## config.mk

```make
export PLATFORM = sky130hd
export DESIGN_NAME = ntp_seconds_to_calendar_date
export DESIGN_NICKNAME = d
export VERILOG_FILES = /design/src/design/ntpc_pkg.sv /design/src/design/ntpc_ucode.sv /design/src/design/ntpc_datapath.sv /design/src/design/ntp_seconds_to_calendar_date.sv
export SDC_FILE = /design/constraint.sdc
export NUM_CORES = 1
export LEC_CHECK = 0
export BUFFER_PORTS_ARGS = -buffer_cell sky130_fd_sc_hd__buf_2
export CAP_MARGIN = 20
export CORE_AREA = 2 2 280 282
export DETAILED_ROUTE_END_ITERATION = 7
export DIE_AREA = 0 0 282 284
export MAX_ROUTING_LAYER = met4
export SLEW_MARGIN = 20
export SYNTH_ARGS = -nofsm -noshare
export SYNTH_HDL_FRONTEND = slang
export SYNTH_HIERARCHICAL = 1
export SYNTH_SLANG_ARGS = --single-unit
```

## constraint.sdc

```tcl
create_clock -name aclk -period 14.72 [get_ports aclk]
set_clock_uncertainty 0.2 [all_clocks]
set_input_delay 0 -clock aclk [delete_from_list [all_inputs] [get_ports aclk]]
set_output_delay 0 -clock aclk [all_outputs]
set_load 0.02 [all_outputs]
```

## src/design/ntpc_pkg.sv

```systemverilog
// Shared types, microcode encodings and calendar tables for the NTP date converter.
package ntpc_pkg;

    localparam int STEP_W = 4;

    localparam logic [31:0] NTP_UNIX_OFFSET = 32'd2208988800;
    localparam int          BASE_YEAR       = 1970;

    // datapath operations
    localparam logic [3:0] OP_IDLE        = 4'd0;
    localparam logic [3:0] OP_DIV         = 4'd1;
    localparam logic [3:0] OP_SPLIT_DAY   = 4'd2;
    localparam logic [3:0] OP_SPLIT_HOUR  = 4'd3;
    localparam logic [3:0] OP_SPLIT_MIN   = 4'd4;
    localparam logic [3:0] OP_SPLIT_QUAD  = 4'd5;
    localparam logic [3:0] OP_YEAR        = 4'd6;
    localparam logic [3:0] OP_MONTH       = 4'd7;
    localparam logic [3:0] OP_OUT         = 4'd8;
    localparam logic [3:0] OP_NOP         = 4'd9;

    // sequencing conditions
    localparam logic [1:0] C_NEXT      = 2'd0;  // always step + 1
    localparam logic [1:0] C_WAIT      = 2'd1;  // hold until go, then step + 1
    localparam logic [1:0] C_BRANCH    = 2'd2;  // go ? jump : step + 1
    localparam logic [1:0] C_WAIT_JUMP = 2'd3;  // hold until go, then jump

    // divisor select
    localparam logic [1:0] DV_DAY  = 2'd0;
    localparam logic [1:0] DV_HOUR = 2'd1;
    localparam logic [1:0] DV_MIN  = 2'd2;
    localparam logic [1:0] DV_QUAD = 2'd3;

    // program addresses
    localparam logic [STEP_W-1:0] ST_IDLE       = 4'd0;
    localparam logic [STEP_W-1:0] ST_DIV_DAY    = 4'd1;
    localparam logic [STEP_W-1:0] ST_SPLIT_DAY  = 4'd2;
    localparam logic [STEP_W-1:0] ST_DIV_HOUR   = 4'd3;
    localparam logic [STEP_W-1:0] ST_SPLIT_HOUR = 4'd4;
    localparam logic [STEP_W-1:0] ST_DIV_MIN    = 4'd5;
    localparam logic [STEP_W-1:0] ST_SPLIT_MIN  = 4'd6;
    localparam logic [STEP_W-1:0] ST_DIV_QUAD   = 4'd7;
    localparam logic [STEP_W-1:0] ST_SPLIT_QUAD = 4'd8;
    localparam logic [STEP_W-1:0] ST_YEAR       = 4'd9;
    localparam logic [STEP_W-1:0] ST_MONTH      = 4'd10;
    localparam logic [STEP_W-1:0] ST_OUT        = 4'd11;

    typedef struct packed {
        logic [3:0]        op;
        logic [1:0]        dsel;
        logic [1:0]        cond;
        logic [STEP_W-1:0] jmp;
    } uword_t;

    function automatic logic [16:0] divisor(input logic [1:0] sel);
        logic [16:0] d;
        unique case (sel)
            DV_DAY:  d = 17'd86400;
            DV_HOUR: d = 17'd3600;
            DV_MIN:  d = 17'd60;
            DV_QUAD: d = 17'd1461;
            default: d = 17'd86400;
        endcase
        return d;
    endfunction

    // reciprocal for the pre-shifted dividend of each divisor
    function automatic logic [25:0] recip(input logic [1:0] sel);
        logic [25:0] m;
        unique case (sel)
            DV_DAY:  m = 26'd50903317;  // (x >> 7) / 675, product >> 35
            DV_HOUR: m = 26'd9321;      // (x >> 4) / 225, product >> 21
            DV_MIN:  m = 26'd1093;      // (x >> 2) / 15,  product >> 14
            DV_QUAD: m = 26'd91868;     // x / 1461,       product >> 27
            default: m = 26'd50903317;
        endcase
        return m;
    endfunction

    // m is 0-based (0 = January)
    function automatic logic [4:0] month_len(input logic [3:0] m, input logic leap);
        logic [4:0] len;
        unique case (m)
            4'd0:  len = 5'd31;
            4'd1:  len = leap ? 5'd29 : 5'd28;
            4'd2:  len = 5'd31;
            4'd3:  len = 5'd30;
            4'd4:  len = 5'd31;
            4'd5:  len = 5'd30;
            4'd6:  len = 5'd31;
            4'd7:  len = 5'd31;
            4'd8:  len = 5'd30;
            4'd9:  len = 5'd31;
            4'd10: len = 5'd30;
            4'd11: len = 5'd31;
            default: len = 5'd31;
        endcase
        return len;
    endfunction

endpackage

```

## src/design/ntpc_ucode.sv

```systemverilog
// Microprogram ROM: one control word per sequencer step.
module ntpc_ucode (
    input  logic [ntpc_pkg::STEP_W-1:0] step,
    output ntpc_pkg::uword_t            uw
);
    import ntpc_pkg::*;

    always_comb begin
        unique case (step)
            ST_IDLE:       uw = '{op: OP_IDLE,       dsel: DV_DAY,  cond: C_WAIT,   jmp: ST_IDLE};
            ST_DIV_DAY:    uw = '{op: OP_DIV,        dsel: DV_DAY,  cond: C_NEXT,   jmp: ST_IDLE};
            ST_SPLIT_DAY:  uw = '{op: OP_SPLIT_DAY,  dsel: DV_DAY,  cond: C_NEXT,   jmp: ST_IDLE};
            ST_DIV_HOUR:   uw = '{op: OP_DIV,        dsel: DV_HOUR, cond: C_NEXT,   jmp: ST_IDLE};
            ST_SPLIT_HOUR: uw = '{op: OP_SPLIT_HOUR, dsel: DV_HOUR, cond: C_NEXT,   jmp: ST_IDLE};
            ST_DIV_MIN:    uw = '{op: OP_DIV,        dsel: DV_MIN,  cond: C_NEXT,   jmp: ST_IDLE};
            // out-of-range dates skip the calendar walk
            ST_SPLIT_MIN:  uw = '{op: OP_SPLIT_MIN,  dsel: DV_MIN,  cond: C_BRANCH, jmp: ST_OUT};
            ST_DIV_QUAD:   uw = '{op: OP_DIV,        dsel: DV_QUAD, cond: C_NEXT,   jmp: ST_IDLE};
            ST_SPLIT_QUAD: uw = '{op: OP_SPLIT_QUAD, dsel: DV_QUAD, cond: C_NEXT,   jmp: ST_IDLE};
            ST_YEAR:       uw = '{op: OP_YEAR,       dsel: DV_DAY,  cond: C_WAIT,   jmp: ST_IDLE};
            ST_MONTH:      uw = '{op: OP_MONTH,      dsel: DV_DAY,  cond: C_WAIT,   jmp: ST_IDLE};
            ST_OUT:        uw = '{op: OP_OUT,        dsel: DV_DAY,  cond: C_WAIT_JUMP,
                                  jmp: ST_IDLE};
            default:       uw = '{op: OP_NOP,        dsel: DV_DAY,  cond: C_WAIT_JUMP,
                                  jmp: ST_IDLE};
        endcase
    end

endmodule

```

## src/design/ntpc_datapath.sv

```systemverilog
// Datapath: reciprocal-multiply divider, year/month walk and output register.
module ntpc_datapath #(
    parameter int YEAR_LIMIT = 2038
) (
    input  logic             aclk,
    input  logic             aresetn,
    input  ntpc_pkg::uword_t uw,
    output logic             go,
    input  logic             s_valid,
    output logic             s_ready,
    input  logic [31:0]      s_ntp_seconds,
    output logic             m_valid,
    input  logic             m_ready,
    output logic [10:0]      m_year,
    output logic [3:0]       m_month,
    output logic [4:0]       m_day_of_month,
    output logic [4:0]       m_hour,
    output logic [5:0]       m_minute,
    output logic [5:0]       m_second,
    output logic             m_out_of_range
);
    import ntpc_pkg::*;

    // days from 1970-01-01 through the last day of YEAR_LIMIT-1
    localparam int DAYS_LIMIT = 365 * (YEAR_LIMIT - BASE_YEAR)
                              + ((YEAR_LIMIT - 1) / 4 - (BASE_YEAR - 1) / 4);

    logic [31:0] num_reg,  num_next;
    logic [15:0] quo_reg,  quo_next;
    logic [15:0] days_reg, days_next;
    logic [10:0] year_reg, year_next;
    logic [3:0]  mon_reg,  mon_next;
    logic [4:0]  hour_reg, hour_next;
    logic [5:0]  min_reg,  min_next;
    logic [5:0]  sec_reg,  sec_next;
    logic        oor_reg,  oor_next;

    logic        m_valid_reg, m_valid_next;
    logic [10:0] m_year_reg,  m_year_next;
    logic [3:0]  m_month_reg, m_month_next;
    logic [4:0]  m_day_reg,   m_day_next;
    logic [4:0]  m_hour_reg,  m_hour_next;
    logic [5:0]  m_min_reg,   m_min_next;
    logic [5:0]  m_sec_reg,   m_sec_next;
    logic        m_oor_reg,   m_oor_next;

    logic [31:0] unix_s;
    logic [16:0] dv;
    logic [24:0] mul_a;
    logic [25:0] mul_b;
    logic [50:0] q_prod;     // 25 x 26 bit product
    logic [15:0] q_sel;
    logic [16:0] back_prod;
    logic [16:0] rem_now;
    logic        leap;
    logic [8:0]  ylen;
    logic [4:0]  mlen;

    assign unix_s    = s_ntp_seconds - NTP_UNIX_OFFSET;
    assign dv        = divisor(uw.dsel);
    assign mul_b     = recip(uw.dsel);
    assign q_prod    = 51'(mul_a) * 51'(mul_b);
    // remainders are below 2^17, so the low bits of the multiply-back suffice
    assign back_prod = {1'b0, quo_reg} * dv;
    assign rem_now   = num_reg[16:0] - back_prod;
    assign leap      = (year_reg[1:0] == 2'b00);
    assign ylen      = leap ? 9'd366 : 9'd365;
    assign mlen      = month_len(mon_reg, leap);

    assign s_ready = (uw.op == OP_IDLE);

    // dividend alignment and quotient pick for each divisor
    always_comb begin
        unique case (uw.dsel)
            DV_DAY: begin
                mul_a = num_reg[31:7];
                q_sel = q_prod[50:35];
            end
            DV_HOUR: begin
                mul_a = {12'd0, num_reg[16:4]};
                q_sel = {11'd0, q_prod[25:21]};
            end
            DV_MIN: begin
                mul_a = {15'd0, num_reg[11:2]};
                q_sel = {10'd0, q_prod[19:14]};
            end
            DV_QUAD: begin
                mul_a = {9'd0, num_reg[15:0]};
                q_sel = {10'd0, q_prod[32:27]};
            end
            default: begin
                mul_a = num_reg[31:7];
                q_sel = q_prod[50:35];
            end
        endcase
    end

    always_comb begin
        num_next     = num_reg;
        quo_next     = quo_reg;
        days_next    = days_reg;
        year_next    = year_reg;
        mon_next     = mon_reg;
        hour_next    = hour_reg;
        min_next     = min_reg;
        sec_next     = sec_reg;
        oor_next     = oor_reg;
        m_valid_next = m_valid_reg & ~m_ready;
        m_year_next  = m_year_reg;
        m_month_next = m_month_reg;
        m_day_next   = m_day_reg;
        m_hour_next  = m_hour_reg;
        m_min_next   = m_min_reg;
        m_sec_next   = m_sec_reg;
        m_oor_next   = m_oor_reg;
        go           = 1'b1;

        unique case (uw.op)
            OP_IDLE: begin
                go = s_valid;
                if (s_valid) begin
                    num_next = unix_s;
                end
            end
            OP_DIV: begin
                quo_next = q_sel;
            end
            OP_SPLIT_DAY: begin
                days_next = quo_reg;
                oor_next  = ({1'b0, quo_reg} >= 17'(DAYS_LIMIT));
                num_next  = {15'd0, rem_now};
            end
            OP_SPLIT_HOUR: begin
                hour_next = quo_reg[4:0];
                num_next  = {15'd0, rem_now};
            end
            OP_SPLIT_MIN: begin
                min_next = quo_reg[5:0];
                sec_next = rem_now[5:0];
                go       = oor_reg;
                if (oor_reg) begin
                    year_next = 11'(YEAR_LIMIT - 1);
                    mon_next  = 4'd11;
                    days_next = 16'd30;
                end else begin
                    num_next = {16'd0, days_reg};
                end
            end
            OP_SPLIT_QUAD: begin
                year_next = 11'(BASE_YEAR) + {3'd0, quo_reg[5:0], 2'b00};
                days_next = {5'd0, rem_now[10:0]};
                mon_next  = 4'd0;
            end
            OP_YEAR: begin
                go = (days_reg < {7'd0, ylen});
                if (!go) begin
                    days_next = days_reg - {7'd0, ylen};
                    year_next = year_reg + 11'd1;
                end
            end
            OP_MONTH: begin
                go = (mon_reg == 4'd11) || (days_reg < {11'd0, mlen});
                if (!go) begin
                    days_next = days_reg - {11'd0, mlen};
                    mon_next  = mon_reg + 4'd1;
                end
            end
            OP_OUT: begin
                go = ~m_valid_reg | m_ready;
                if (go) begin
                    m_valid_next = 1'b1;
                    m_year_next  = year_reg;
                    m_month_next = mon_reg + 4'd1;
                    m_day_next   = days_reg[4:0] + 5'd1;
                    m_hour_next  = hour_reg;
                    m_min_next   = min_reg;
                    m_sec_next   = sec_reg;
                    m_oor_next   = oor_reg;
                end
            end
            default: begin
                go = 1'b1;
            end
        endcase
    end

    always_ff @(posedge aclk) begin
        if (!aresetn) begin
            m_valid_reg <= 1'b0;
        end else begin
            m_valid_reg <= m_valid_next;
        end
    end

    always_ff @(posedge aclk) begin
        num_reg     <= num_next;
        quo_reg     <= quo_next;
        days_reg    <= days_next;
        year_reg    <= year_next;
        mon_reg     <= mon_next;
        hour_reg    <= hour_next;
        min_reg     <= min_next;
        sec_reg     <= sec_next;
        oor_reg     <= oor_next;
        m_year_reg  <= m_year_next;
        m_month_reg <= m_month_next;
        m_day_reg   <= m_day_next;
        m_hour_reg  <= m_hour_next;
        m_min_reg   <= m_min_next;
        m_sec_reg   <= m_sec_next;
        m_oor_reg   <= m_oor_next;
    end

    assign m_valid        = m_valid_reg;
    assign m_year         = m_year_reg;
    assign m_month        = m_month_reg;
    assign m_day_of_month = m_day_reg;
    assign m_hour         = m_hour_reg;
    assign m_minute       = m_min_reg;
    assign m_second       = m_sec_reg;
    assign m_out_of_range = m_oor_reg;

endmodule

```

## src/design/ntp_seconds_to_calendar_date.sv

```systemverilog
// Top level: NTP seconds to UTC calendar date and time of day, microcoded.
//
// Usage: s_valid/s_ready carries one item, a 32-bit NTP seconds count;
//   m_valid/m_ready carries one result item per input: year, month,
//   day_of_month, hour, minute, second and out_of_range. Dates past Dec 31
//   of YEAR_LIMIT-1 (most pre-1970 times wrap there too) set out_of_range and
//   saturate the date at YEAR_LIMIT-1-12-31; the time of day is always valid.
// Timing: one item at a time; s_ready is high only at the idle step.
//   Out-of-range dates skip the calendar walk; the next item can be taken
//   at the idle step right after the result is registered. Each split
//   (days, hours, minutes, 4-year groups) is a reciprocal multiply for
//   the quotient, then a multiply-back for the remainder. Then comes a
//   walk that takes off whole years, then whole months, from the days.
// Stall: the result sits in an output register and the next item is
//   accepted while it waits. If a new result finishes while m_ready is
//   still low, the sequencer holds at its output step until it frees up.
// Reset: aresetn (synchronous, active low) returns the sequencer to idle
//   and drops m_valid. No other state to clear.
module ntp_seconds_to_calendar_date #(
    parameter int YEAR_LIMIT = 2038
) (
    input  logic        aclk,
    input  logic        aresetn,
    input  logic        s_valid,
    output logic        s_ready,
    input  logic [31:0] s_ntp_seconds,
    output logic        m_valid,
    input  logic        m_ready,
    output logic [10:0] m_year,
    output logic [3:0]  m_month,
    output logic [4:0]  m_day_of_month,
    output logic [4:0]  m_hour,
    output logic [5:0]  m_minute,
    output logic [5:0]  m_second,
    output logic        m_out_of_range
);
    import ntpc_pkg::*;

    logic [STEP_W-1:0] step_reg, step_next;
    uword_t            uw;
    logic              go;

    // control store
    ntpc_ucode u_ucode (
        .step (step_reg),
        .uw   (uw)
    );

    // step counter with conditional jumps; go comes back from the datapath
    always_comb begin
        unique case (uw.cond)
            C_NEXT:      step_next = step_reg + 4'd1;
            C_WAIT:      step_next = go ? step_reg + 4'd1 : step_reg;
            C_BRANCH:    step_next = go ? uw.jmp : step_reg + 4'd1;
            C_WAIT_JUMP: step_next = go ? uw.jmp : step_reg;
            default:     step_next = ST_IDLE;
        endcase
    end

    always_ff @(posedge aclk) begin
        if (!aresetn) begin
            step_reg <= ST_IDLE;
        end else begin
            step_reg <= step_next;
        end
    end

    ntpc_datapath #(
        .YEAR_LIMIT (YEAR_LIMIT)
    ) u_datapath (
        .aclk           (aclk),
        .aresetn        (aresetn),
        .uw             (uw),
        .go             (go),
        .s_valid        (s_valid),
        .s_ready        (s_ready),
        .s_ntp_seconds  (s_ntp_seconds),
        .m_valid        (m_valid),
        .m_ready        (m_ready),
        .m_year         (m_year),
        .m_month        (m_month),
        .m_day_of_month (m_day_of_month),
        .m_hour         (m_hour),
        .m_minute       (m_minute),
        .m_second       (m_second),
        .m_out_of_range (m_out_of_range)
    );

endmodule

```

# After elaboration in Yosys (flattened, before gate mapping)
# Memory sizes are Yosys's and may differ from the RTL's. A register that Yosys moved wholly into a read port is not among the register bits.
# Index checks and enable logic that the tools add are counted.
dict set report classes {
  n_addsub 9
  multipliers 2
  order_cmp 3
  n_eq_ne 27
  muxes 29
  n_bitwise 4
  n_reduce_logical 17
}
# cell n
set ops {}
lappend ops {{$pmux W26 S4} 1}
lappend ops {{$pmux W25 S4} 1}
lappend ops {{$pmux W32 S3} 1}
lappend ops {{$pmux W16 S5} 1}
lappend ops {{$pmux W17 S4} 1}
lappend ops {{$mux W32} 2}
lappend ops {{$pmux W16 S4} 1}
lappend ops {{$mul A25 B26 Y51} 1}
lappend ops {{$mux W16} 3}
lappend ops {{$pmux W11 S3} 1}
lappend ops {{$sub A32 B32 Y32 const B} 1}
lappend ops {{$mux W4} 7}
lappend ops {{$mux W11} 2}
lappend ops {{$eq A4 B3 Y1 const B} 5}
lappend ops {{$mul A16 B17 Y17} 1}
lappend ops {{$sub A17 B17 Y17} 1}
lappend ops {{$eq A4 B4 Y1 const B} 4}
lappend ops {{$ge A16 B15 Y1 const B} 1}
lappend ops {{$lt A16 B5 Y1} 1}
lappend ops {{$lt A16 B9 Y1} 1}
lappend ops {{$pmux W4 S4} 1}
lappend ops {{$sub A16 B5 Y16} 1}
lappend ops {{$sub A16 B9 Y16} 1}
lappend ops {{$eq A4 B2 Y1 const B} 3}
lappend ops {{other kinds (27)} 48}
dict set report totals {
  ff_bits 140
  rom_bits 176
  out_inout_bits 40
  memories 1
}
# memory words word_bits read_ports rd_clocked_by_memory_dff wr line_no
set memory_table {}
lappend memory_table {{(name not given)} 16 11 1 1 0 ntpc_ucode.sv:9} ;# unique case (step)

# Logic depth before layout (Yosys ltp)
dict set report depth {
  ltp_word 10
  ltp_mapped 38
  ltp_nobuf 36
}

# Cells and area by module
# Netlist, hierarchy kept.
# module instances cells_each area_each_um2 seq_area_each_um2
set modules_own_cells {}
lappend modules_own_cells {ntpc_datapath 1 2714 26203.9 4073.9}
lappend modules_own_cells {ntpc_ucode 1 32 270.3 0.0}
lappend modules_own_cells {ntp_seconds_to_calendar_date 1 26 255.2 80.1}

# Least setup slack after synthesis
# Ideal clock, no wire load.
dict set report synth_timing {
  kind {register to register}
  start {register step_reg[0] (netlist name)}
  end {register u_datapath.quo_reg[14] (data pin)}
  setup_ns 0.267
  t_arrival_ns 8.763
  setup_slack_ns 5.491
  stages_incl_launch_ff 37
  path_buffers 4
  synth_period_minus_slack_ns 9.229
  path_cell_list {dfxtp_1 > inv_1 > ha_1 > o22ai_1 > clkbuf_1 > inv_1 > ha_1 > buf_1 > a222oi_1 > or2_2 > clkbuf_1 > nand2_1 > nand2_1 > inv_1 > fa_1 > inv_1 > fa_1 > fa_1 > inv_1 > fa_1 > fa_1 > fa_1 > inv_1 > fa_1 > inv_1 > ha_1 > clkbuf_1 > a21oi_1 > o21ai_0 > a21oi_1 > nor2b_1 > o31ai_1 > o211ai_4 > a21bo_4 > a211oi_4 > o211ai_1 > nor3b_2}
}
# element line_no
set synth_lines {}
lappend synth_lines {{to (signal assigned)} ntpc_datapath.sv:197} ;# quo_reg <= quo_next;
lappend synth_lines {{to (decl)} ntpc_datapath.sv:29} ;# logic [15:0] quo_reg, quo_next;

==> results.toml <==
[status]
outcome = "complete, no violations"

[synth]
post_synth_main_area_contributors = "sky130_fd_sc_hd__fa_1 33%, sky130_fd_sc_hd__ha_1 17%, sky130_fd_sc_hd__edfxtp_1 15%"
top_cells_by_count_synth = "719 x sky130_fd_sc_hd__inv_1, 444 x sky130_fd_sc_hd__fa_1, 359 x sky130_fd_sc_hd__ha_1"
synthDominantAreaCellType = "sky130_fd_sc_hd__fa_1"
syn-cell-area_um2 = 26700
avgSynthCellArea_um2 = 9.64
synth.lib_cells_used.distinct = 83
yosysWarningCount = 6
postSynth.topFlopCell = "sky130_fd_sc_hd__edfxtp_1"
async_flop_share_pct = 0
netlist_instances = 2772
synth_seq_area_share_pct = 15.5
yosys.cell_count.top_type = "sky130_fd_sc_hd__inv_1"
number_of_synthesized_flops_with_an_enable_pin = 135
synth_seq_cells = 140
synth_top_area_share_pct = 33.3

[sta]
slew_headroom_pct = 28.0
setup_repair_after_global_routing_missed_its_margin = "no"
layout_setup_ws_ns = 3.82
setup_violations = 0
final-hold-violation-count = 0
maxSlewViolCount = 0
timing.setup.tns_ns = 0
post-route-min-period_ns = 10.90
final_min_period_over_clock_period_pct = 74.1
timing_worst_slew_pin_value_ns = 1.08
clock.fmax_mhz = 91.7

[drt]
drt_pre_antenna_iters = 8
detail-route-antenna-nets = 0
route.detailed.wl_per_inst_um = 18.3
drcViolationCount = 0
num_vias = 19100
initial_detailed_routing_violation_count = 1325
wl_um = 72000
vias_per_cell = 4.87

[cells_and_area]
area_delta_synth_final_pct = 10.1
fin_nets = 3716
largest_reg_flops = 32
final.fill_count = 7702
final_layout_size_suffix_gt1_share_pct = 6.64

[place]
detailedPlace.worstSlack_ns = 3.97
global_placer_s_final_weighted_congestion = 0.942
dp_hpwl_um = 59800
buffer_ports.inserted = 75

[worst_setup_path]
setup.worst_path.end_class = "flop"
startpoint_class = "flop"
critical_path.max_stage_delay_ns = 0.82
crit_type = "reg2reg"
critical_path_arrival_ns = 10.85
timing.critical_path.mode_cell = "sky130_fd_sc_hd__inv_1"
critical_path_required_ns = 14.67
cpMaxStageDelayCell = "sky130_fd_sc_hd__o22ai_1"
cp_top_delay_family = "adder cells"
worst-path-max-fanout = 77
timing.critical_path.buf_inv = 13

[clock_tree]
cts_tree = "done"
htree_num_levels = 4
worstSkewPairLatency_ns = 0.45
cts_max_path_buffers = 2
cts-root-buf = "sky130_fd_sc_hd__clkbuf_16"
post_cts_resize_count = 0
clk_pin_slew_worst_paths_ns = 0.06
cts_buffers = 17
cts_sinks = 140

[die]
row_count = 102
num_io_pins = 76
floorplan_core_area_um2 = 77000
total_die_area_um2 = 80100
fp.dieW_um = 282
initial_utilization_pct = 34.7
die_h_um = 284

[global_routing]
grt-ovfl-total = 0
gr-usage-all-layers_pct = 19.0
grt_pass1_wl_um = 113000
grt_pass1_vias = 19900
grt_start_max_net_pins = 78
antenna_violations_before_repair = 2

[flow_run]
maxCapViolCount = 0

[hold_path]
timing.hold.worst.class = "in2reg"
## worst reg2reg max path, delay by kind of cell, from the launching register on
family,cells,cell delay [ns]
flops,1,0.50
xor+xnor,1,0.13
simple gates,3,0.58
compound gates,9,2.89
buf+inv,13,1.79
fa+ha+maj,10,4.53
## stage by stage
step	cell area [µm²]	instances	utilization, %	hold WS (ns)
after floorplan	26800	2794	-	-0.0616
after global placement	28300	3848	36.8	0.113
after detailed placement	28400	3849	36.8	0.112
after CTS	29400	3929	38.2	0.0112
after global routing	29400	3931	38.3	0.103
final	29400	3931	38.3	0.0352
## repair_timing
item,CTS,global route
buffers inserted,0,0
hold endpoints to repair,35,0
hold buffers,48,0
## metal layers
layer	vias to the layer above	track usage [%]	part of all wire, %
li1	8860	-	-
met1	9673	24.5	43
met2	526	31.7	50
met3	81	2.09	5.0
met4	0	4.88	2.3
met5	-	-	0
## kinds of logic after synthesis
| logic type | share of synthesized area [%] |
|---|---|
| compound gates | 8.29 |
| xor+xnor | 3.93 |
| fa+ha+maj | 50.1 |
| buf+inv | 11.4 |
| flops | 15.5 |
| mux | 0.566 |
| other cells | 0.0421 |
| simple gates | 10.2 |
## area by class of cell
class | instances | area [µm²] | share of cell area (%)
clock inverters | 15 | 169 | 0.574
multi-input cells | 1855 | 19700 | 66.9
flip-flops and latches | 140 | 4150 | 14.1
diodes | 1 | 2.50 | 0.00850
clock buffers | 17 | 425 | 1.45
inverters | 720 | 2700 | 9.18
repair buffers | 143 | 1000 | 3.41
well taps | 1040 | 1300 | 4.42
## final timing paths
| kind | startpoint | endpoint | slack [ns] | cells past startpoint |
|---|---|---|---|---|
| setup / recovery | step_reg[0] | u_datapath/quo_reg[3] | 3.82 | 36 |
| hold reg to reg | u_datapath/min_reg[2] | u_datapath/m_minute[2] | 0.22 | 0 |
| setup reg to reg | step_reg[0] | u_datapath/quo_reg[3] | 3.82 | 36 |
| hold / removal | s_ntp_seconds[15] | u_datapath/num_reg[15] | 0.04 | 5 |
## cell usage in the layout (no fill, tap or decap), types with 14 or more instances in the layout
cell type                       synthesis  final
sky130_fd_sc_hd__nand2b_1              43     43
sky130_fd_sc_hd__mux2i_1               14     14
sky130_fd_sc_hd__xor2_1                32     32
sky130_fd_sc_hd__fa_1                 444    444
sky130_fd_sc_hd__clkbuf_16              0     17
sky130_fd_sc_hd__ha_1                 359    357
sky130_fd_sc_hd__nand4_1               14     14
sky130_fd_sc_hd__o21ai_0               73     72
sky130_fd_sc_hd__a21o_1                31     31
sky130_fd_sc_hd__nor2_1               158    157
sky130_fd_sc_hd__a21oi_1               79     78
sky130_fd_sc_hd__nand3_1               25     25
sky130_fd_sc_hd__a22oi_1               15     15
sky130_fd_sc_hd__and2_1                36     36
sky130_fd_sc_hd__conb_1                 3     25
sky130_fd_sc_hd__nand2_1              175    175
sky130_fd_sc_hd__nor2b_1               26     26
sky130_fd_sc_hd__buf_2                  0     75
sky130_fd_sc_hd__nor3_1                17     15
sky130_fd_sc_hd__edfxtp_1             135    135
sky130_fd_sc_hd__buf_4                  4     19
sky130_fd_sc_hd__or2_2                 26     26
sky130_fd_sc_hd__xnor2_1               86     86
sky130_fd_sc_hd__inv_1                719    719
sky130_fd_sc_hd__dlygate4sd3_1          0     48
Power is left out: the tool's default activity adds up to more than one toggle a clock period on the data nets, which glitch-free logic cannot reach.
